[config.mk]
export PLATFORM = sky130hd
export DESIGN_NAME = variable_frame_receiver_unit
export DESIGN_NICKNAME = d
export VERILOG_FILES = /design/src/hw/rtl/vfr_pkg.sv /design/src/hw/rtl/vfr_core.sv /design/src/hw/rtl/variable_frame_receiver_unit.sv
export SDC_FILE = /design/constraint.sdc
export NUM_CORES = 1
export LEC_CHECK = 0
export BUFFER_PORTS_ARGS = -buffer_cell sky130_fd_sc_hd__buf_2
export CAP_MARGIN = 0
export CORE_AREA = 2 2 146 148
export CTS_CLUSTER_SIZE = 24
export DETAILED_ROUTE_END_ITERATION = 8
export DIE_AREA = 0 0 148 150
export GPL_ROUTABILITY_DRIVEN = 0
export SLEW_MARGIN = 10
export SYNTH_ARGS = -nofsm -noshare
export SYNTH_HDL_FRONTEND = slang
export SYNTH_SLANG_ARGS = --single-unit
[constraint.sdc]
create_clock -name clk -period 7.1 [get_ports clk]
set_input_delay 1.065 -clock clk [delete_from_list [all_inputs] [get_ports clk]]
set_output_delay 1.065 -clock clk [all_outputs]
set_load 0.01 [all_outputs]
[src/hw/rtl/vfr_pkg.sv]
// Shared constants, phase and event codes, and the result record
// for the variable-length frame receiver. No dependencies.
package vfr_pkg;

  localparam int DEF_COUNT_BITS = 16;

  localparam logic [7:0] START_BYTE = 8'h68;
  localparam logic [7:0] END_BYTE   = 8'h16;

  // Receive phases
  localparam logic [3:0] PH_WAIT   = 4'd0;
  localparam logic [3:0] PH_LEN    = 4'd1;
  localparam logic [3:0] PH_VERIFY = 4'd2;
  localparam logic [3:0] PH_HDR    = 4'd3;
  localparam logic [3:0] PH_CTRL   = 4'd4;
  localparam logic [3:0] PH_ADDR   = 4'd5;
  localparam logic [3:0] PH_DATA   = 4'd6;
  localparam logic [3:0] PH_CSUM   = 4'd7;
  localparam logic [3:0] PH_END    = 4'd8;

  // Result event codes
  localparam logic [2:0] EV_NONE     = 3'd0;
  localparam logic [2:0] EV_PAYLOAD  = 3'd1;
  localparam logic [2:0] EV_ACCEPT   = 3'd2;
  localparam logic [2:0] EV_LENGTH   = 3'd3;
  localparam logic [2:0] EV_HEADER   = 3'd4;
  localparam logic [2:0] EV_CHECKSUM = 3'd5;
  localparam logic [2:0] EV_END      = 3'd6;

  typedef struct packed {
    logic [2:0]  event_res;
    logic [7:0]  payload_byte;
    logic [7:0]  payload_index;
    logic [7:0]  control_field;
    logic [7:0]  address_field;
    logic [7:0]  frame_length;
    logic [15:0] frames_received;
  } vfr_result_t;

endpackage

[src/hw/rtl/vfr_core.sv]
// Frame state machine: holds the receive state and works out one
// result per stepped byte. Depends on vfr_pkg.
module vfr_core import vfr_pkg::*; #(
  parameter int COUNT_BITS = DEF_COUNT_BITS
) (
  input  logic        clk,
  input  logic        rst,
  input  logic        step,
  input  logic [7:0]  rx_byte,
  output vfr_result_t res
);

  logic [3:0]            phase, phase_next;
  logic [7:0]            length_seen, length_seen_next;
  logic [7:0]            running_sum, running_sum_next;
  logic [7:0]            data_position, data_position_next;
  logic [7:0]            control_seen, control_seen_next;
  logic [7:0]            address_seen, address_seen_next;
  logic [COUNT_BITS-1:0] frame_counter, frame_counter_next;
  logic [7:0]            pos_inc;
  logic                  abort;

  assign pos_inc = data_position + 8'd1;

  always_comb begin
    phase_next         = phase;
    length_seen_next   = length_seen;
    running_sum_next   = running_sum;
    data_position_next = data_position;
    control_seen_next  = control_seen;
    address_seen_next  = address_seen;
    frame_counter_next = frame_counter;
    abort              = 1'b0;
    res                = '0;

    unique case (phase)
      PH_WAIT: begin
        phase_next = (rx_byte == START_BYTE) ? PH_LEN : PH_WAIT;
      end
      PH_LEN: begin
        length_seen_next = rx_byte;
        phase_next       = PH_VERIFY;
      end
      PH_VERIFY: begin
        if (rx_byte == length_seen) begin
          phase_next = PH_HDR;
        end else begin
          res.event_res = EV_LENGTH;
          abort         = 1'b1;
        end
      end
      PH_HDR: begin
        if (rx_byte == START_BYTE) begin
          phase_next = PH_CTRL;
        end else begin
          res.event_res = EV_HEADER;
          abort         = 1'b1;
        end
      end
      PH_CTRL: begin
        control_seen_next = rx_byte;
        running_sum_next  = rx_byte;
        phase_next        = PH_ADDR;
      end
      PH_ADDR: begin
        address_seen_next = rx_byte;
        running_sum_next  = running_sum + rx_byte;
        if (length_seen > 8'd2) begin
          data_position_next = '0;
          phase_next         = PH_DATA;
        end else begin
          phase_next = PH_CSUM;
        end
      end
      PH_DATA: begin
        res.event_res      = EV_PAYLOAD;
        res.payload_byte   = rx_byte;
        res.payload_index  = data_position;
        running_sum_next   = running_sum + rx_byte;
        data_position_next = pos_inc;
        // length is above two here, so no underflow
        if (pos_inc >= length_seen - 8'd2) begin
          phase_next = PH_CSUM;
        end
      end
      PH_CSUM: begin
        if (rx_byte == running_sum) begin
          phase_next = PH_END;
        end else begin
          res.event_res = EV_CHECKSUM;
          abort         = 1'b1;
        end
      end
      PH_END: begin
        if (rx_byte == END_BYTE) begin
          frame_counter_next = frame_counter + 1'b1;
          res.event_res      = EV_ACCEPT;
          res.control_field  = control_seen;
          res.address_field  = address_seen;
          res.frame_length   = length_seen;
          phase_next         = PH_WAIT;
        end else begin
          res.event_res = EV_END;
          abort         = 1'b1;
        end
      end
      default: begin
        phase_next = PH_WAIT;
      end
    endcase

    // offending byte may itself open a new frame
    if (abort) begin
      phase_next = (rx_byte == START_BYTE) ? PH_LEN : PH_WAIT;
    end

    res.frames_received = 16'(frame_counter_next);
  end

  always_ff @(posedge clk) begin
    if (rst) begin
      phase         <= PH_WAIT;
      length_seen   <= '0;
      running_sum   <= '0;
      data_position <= '0;
      control_seen  <= '0;
      address_seen  <= '0;
      frame_counter <= '0;
    end else if (step) begin
      phase         <= phase_next;
      length_seen   <= length_seen_next;
      running_sum   <= running_sum_next;
      data_position <= data_position_next;
      control_seen  <= control_seen_next;
      address_seen  <= address_seen_next;
      frame_counter <= frame_counter_next;
    end
  end

`ifndef SYNTHESIS
  a_count_on_accept: assert property (@(posedge clk) disable iff (rst)
    step && res.event_res == EV_ACCEPT
    |=> frame_counter == COUNT_BITS'($past(frame_counter) + 1'b1))
    else $error("frame counter did not advance on accepted frame");

  a_count_hold: assert property (@(posedge clk) disable iff (rst)
    !(step && res.event_res == EV_ACCEPT) |=> $stable(frame_counter))
    else $error("frame counter moved without an accepted frame");

  a_abort_restart: assert property (@(posedge clk) disable iff (rst)
    step && abort |=> (phase == PH_WAIT || phase == PH_LEN))
    else $error("abort did not return to start search");
`endif

endmodule

[src/hw/rtl/variable_frame_receiver_unit.sv]
// Top level of the variable-length frame receiver: input register,
// output register and handshake. Depends on vfr_pkg and vfr_core.
//
// Use:
//   Input channel in_valid/in_ready carries one received serial byte
//   (rx_byte) per request. Output channel out_valid/out_ready carries
//   exactly one result per byte: an event code plus payload byte/index
//   on data bytes, control/address/length on an accepted frame, and
//   the frame count after that byte in every result.
//   An accepted byte is held in the input register, then stepped into the
//   output register. Throughput: one byte per cycle while the output is
//   not stalled; the state step is a single pass of the frame state
//   machine between the two registers.
//   Stall: while out_ready is low the output register holds; the input
//   register still takes one more byte, then in_ready drops.
//   Reset: synchronous, clears both valid flags, the phase (back to
//   start-byte search), the frame fields and the frame counter.
//   Errors (length mismatch, bad header, checksum, bad end) abort the
//   frame and the offending byte is checked again as a start byte.
module variable_frame_receiver_unit import vfr_pkg::*; #(
  parameter int COUNT_BITS = DEF_COUNT_BITS
) (
  input  logic        clk,
  input  logic        rst,
  input  logic        in_valid,
  output logic        in_ready,
  input  logic [7:0]  rx_byte,
  output logic        out_valid,
  input  logic        out_ready,
  output logic [2:0]  event_res,
  output logic [7:0]  payload_byte,
  output logic [7:0]  payload_index,
  output logic [7:0]  control_field,
  output logic [7:0]  address_field,
  output logic [7:0]  frame_length,
  output logic [15:0] frames_received
);

  // input register
  logic        s1_valid;
  logic [7:0]  s1_byte;
  // output register
  vfr_result_t out_res;
  vfr_result_t step_res;

  logic out_load;   // output register free to take a new result
  logic s1_adv;     // held byte is stepped this cycle

  assign out_load = !out_valid || out_ready;
  assign s1_adv   = s1_valid && out_load;
  assign in_ready = !s1_valid || s1_adv;

  vfr_core #(
    .COUNT_BITS(COUNT_BITS)
  ) u_core (
    .clk     (clk),
    .rst     (rst),
    .step    (s1_adv),
    .rx_byte (s1_byte),
    .res     (step_res)
  );

  always_ff @(posedge clk) begin
    if (rst) begin
      s1_valid <= 1'b0;
    end else if (in_ready) begin
      s1_valid <= in_valid;
    end
  end

  always_ff @(posedge clk) begin
    if (in_valid && in_ready) begin
      s1_byte <= rx_byte;
    end
  end

  always_ff @(posedge clk) begin
    if (rst) begin
      out_valid <= 1'b0;
    end else if (out_load) begin
      out_valid <= s1_valid;
    end
  end

  always_ff @(posedge clk) begin
    if (s1_adv) begin
      out_res <= step_res;
    end
  end

  assign event_res       = out_res.event_res;
  assign payload_byte    = out_res.payload_byte;
  assign payload_index   = out_res.payload_index;
  assign control_field   = out_res.control_field;
  assign address_field   = out_res.address_field;
  assign frame_length    = out_res.frame_length;
  assign frames_received = out_res.frames_received;

`ifndef SYNTHESIS
  a_held_byte_kept: assert property (@(posedge clk) disable iff (rst)
    s1_valid && !s1_adv |=> s1_valid && $stable(s1_byte))
    else $error("held byte lost while output stalled");

  a_payload_clean: assert property (@(posedge clk) disable iff (rst)
    out_valid && event_res != EV_PAYLOAD |-> payload_byte == 8'd0 && payload_index == 8'd0)
    else $error("payload fields set on a non-payload result");

  a_step_fills_out: assert property (@(posedge clk) disable iff (rst)
    s1_adv |=> out_valid)
    else $error("stepped byte gave no result");
`endif

endmodule

==> flow_summary.json <==
{
  "cp-start-kind": "input port",
  "synthMuxAreaShare": 0.03991,
  "min_to": "u_core.running_sum[5]",
  "ant_nets": 0,
  "yosys.area_share.simple": 0.2107,
  "yosys_warnings": 0,
  "ys.flop_type": "edfxtp_1",
  "cap_viol_max_count": 0,
  "stdcell_count": 921,
  "cts_setup_buffers": 0,
  "worst-setup-path-type": "input port to register",
  "io_pins": 73,
  "placed_area_um2": 6819,
  "die-area_um2": 22200,
  "syn_area_um2": 6301,
  "diodes": 0,
  "ctsHtreeMaxLevel": 4,
  "p_leak_nw": 2.956,
  "p_per_area_nw_per_um2": 240.3,
  "area_growth_pct": 17.45,
  "worst_slew_pin_slew_ns": 0.8681,
  "drt_iter0_drc": 243,
  "clock-root-buffer": "clkbuf_16",
  "cts.repair.resized": 0,
  "finalMaxSlewViolations": 0,
  "synthArstFlopShare": 0,
  "r2r_slack_ns": 4.09,
  "die_width_um": 148,
  "grt_pass1_wl_um": 22310,
  "max_freq_mhz": 299.2,
  "cts_hold_buffers": 0,
  "worstPathArrival_ns": 3.62,
  "final_common_cell": "nor2_1",
  "outcome": "completed",
  "nFillCells": 2084,
  "cts_sinks": 129,
  "finalHoldViolCount": 0,
  "clk_pin_slew_ns": 0.06,
  "grt_pass1_vias": 4208,
  "vias": 4436,
  "io_buffers": 72,
  "wl_per_cell_um": 15.20,
  "setup_viol": 0,
  "cts_tree": "built",
  "globalRoute.totalOverflow": 0,
  "clock_path_buffers": 2,
  "insertion_delay_ns": 0.43,
  "finalCriticalPeriod_ns": 3.343,
  "synth_top_family_by_area": "simple AND/OR/NAND/NOR gates",
  "core_area_um2": 20690,
  "drive_above_1_share": 0.1981,
  "fin_crit_sh": 0.4708,
  "synth_cells": 574,
  "nNetsFinal": 664,
  "grt_usage": 0.1311,
  "drt-pass1-iter-count": 5,
  "fin_area_um2": 7401,
  "rsz0062_at_grt": "no",
  "timing.rr.end": "u_core.phase[2]",
  "layout_common_cells": "nor2_1, buf_2, edfxtp_1, dfxtp_1, xnor2_1",
  "slew_headroom": 0.4212,
  "cts_buffers": 17,
  "initial_core_util": 0.3045,
  "drc_errors": 0,
  "finalPower_w": 0.001779,
  "ir_drop_mv": 0.1619,
  "via_per_inst": 4.817,
  "hold_start": "u_core.running_sum[5]",
  "antenna_found_initial": 0,
  "grt_max_degree": 68,
  "crit_required_ns": 7.38,
  "synth_seq_cells": 129,
  "die_h_um": 150,
  "hold_slack_ns": 0.4594,
  "synth_nets": 605,
  "ys_types": 71,
  "synth_fa_ha_area_frac": 0.03892,
  "yosysSeqAreaShare": 0.5163,
  "place_hpwl_um": 9432,
  "crit_path_end_kind": "register",
  "min_path_cells": 2,
  "rows": 53,
  "fin_tns_setup_ns": 0,
  "place_inst": 889,
  "synth_compound_area_frac": 0.07983,
  "rr_worst_depth": 9,
  "synth_xor_area_frac": 0.07228,
  "crit_path_max_fanout": 67,
  "clock_skew_ns": 0.008143,
  "wl_um": 14000,
  "synth_edf_count": 67,
  "hp-class": "register to register",
  "synth.avg_cell_area_um2": 10.98,
  "r2r_start": "u_core.data_position[0]"
}
[layer usage]
layer  global-route usage  wire length [um]  vias to the layer above
met5                    0                 0                        -
met4              0.05810               286                        0
met3              0.03659               734                       24
met2               0.2007              6374                      119
met1               0.1731              6607                     2099
li1                     -                 -                     2194
[critical path, cell delays in order]
cell	delay [ns]
buf_2	0.09
nand2b_1	0.27
nand2_1	0.40
inv_2	0.12
buf_4	0.67
nand3_1	0.60
mux2i_1	0.30
nor2_1	0.06
[power breakdown]
part           leakage [nW]  switching [W]   total, W  internal [W]
Sequential             1.13      0.0000234   0.000827      0.000804
Combinational          1.54      0.0000618  0.0000968     0.0000350
Clock                 0.283       0.000345   0.000855      0.000510
[worst max-delay path by stage]
stage / endpoint / cells past startpoint / from / slack, ns
after floorplan: u_core.length_seen[0] / 6 / out_ready / 3.91
after global placement: u_core.address_seen[2] / 8 / out_ready / 3.39
after detailed placement: u_core.length_seen[7] / 8 / out_ready / 3.31
after CTS: u_core.length_seen[5] / 8 / out_ready / 3.76
after global routing: u_core.length_seen[0] / 8 / out_ready / 3.47
final: u_core.address_seen[4] / 8 / out_ready / 3.76
[metrics by stage]
stage | util | setup slack, ns
global route | 0.3577 | 3.473
detailed placement | 0.3296 | 3.312
global placement | 0.3296 | 3.385
floorplan | - | 3.913
finish | 0.3577 | 3.757
CTS | 0.3577 | 3.757
[registers in the layout, indices dropped and copies added, names as in the netlist]
register,count
address_field,8
control_field,8
s1_valid,1
u_core.data_position,8
frame_length,8
s1_byte,8
u_core.running_sum,8
u_core.control_seen,8
u_core.address_seen,8
u_core.frame_counter,16
u_core.length_seen,8
frames_received,16
payload_index,8
payload_byte,8
event_res,3
out_valid,1
u_core.phase,4
[kinds of logic after synthesis]
kind of cell	after synthesis
XOR/XNOR	52
multiplexers	25
AO/OA/AOI/OAI	64
flip-flops	129
AND/OR/NAND/NOR	236
adder cells (fa/ha/maj)	19
buffers and inverters	49
[cells in the mapped netlist (all sizes together), types with 2 or more instances]
master / count / area, um^2
nor2b: 6 / 37.54
a211oi: 6 / 45.04
xnor2: 34 / 297.8
nor4: 10 / 83.83
and2: 25 / 156.4
nor3: 16 / 85.08
o211ai: 2 / 15.01
a22oi: 3 / 22.52
nand4: 15 / 136.4
and3: 19 / 122.6
a41oi: 2 / 17.52
and4: 4 / 35.03
clkdlybuf4s15: 2 / 22.52
a21oi: 12 / 60.06
xor2: 18 / 157.7
inv: 13 / 48.79
o311ai: 2 / 17.52
a311oi: 9 / 85.08
edfxtp: 67 / 2012
mux2i: 24 / 240.2
nand4b: 3 / 26.28
buf: 11 / 83.82
nand2b: 4 / 25.02
ha: 18 / 225.2
nand3: 17 / 90.09
a211o: 3 / 26.28
nand3b: 2 / 15.01
o2111ai: 4 / 35.03
o21a: 4 / 30.03
nor2: 73 / 274.0
a221oi: 2 / 35.04
o21ai: 4 / 20.01
nor4b: 3 / 56.31
dfxtp: 62 / 1241
nand2: 34 / 132.6
clkbuf: 23 / 110.1
[area by class of cell]
type | instances | area (um^2) | share of cell area
clock inverters | 12 | 123.9 | 0.01674
well taps | 275 | 344.1 | 0.04649
flip-flops and latches | 129 | 3253 | 0.4396
clock buffers | 20 | 457.9 | 0.06188
multi-input cells | 396 | 2783 | 0.3760
repair buffers | 76 | 390.4 | 0.05275
inverters | 13 | 48.80 | 0.006593
(Power assumes the default switching activity.)
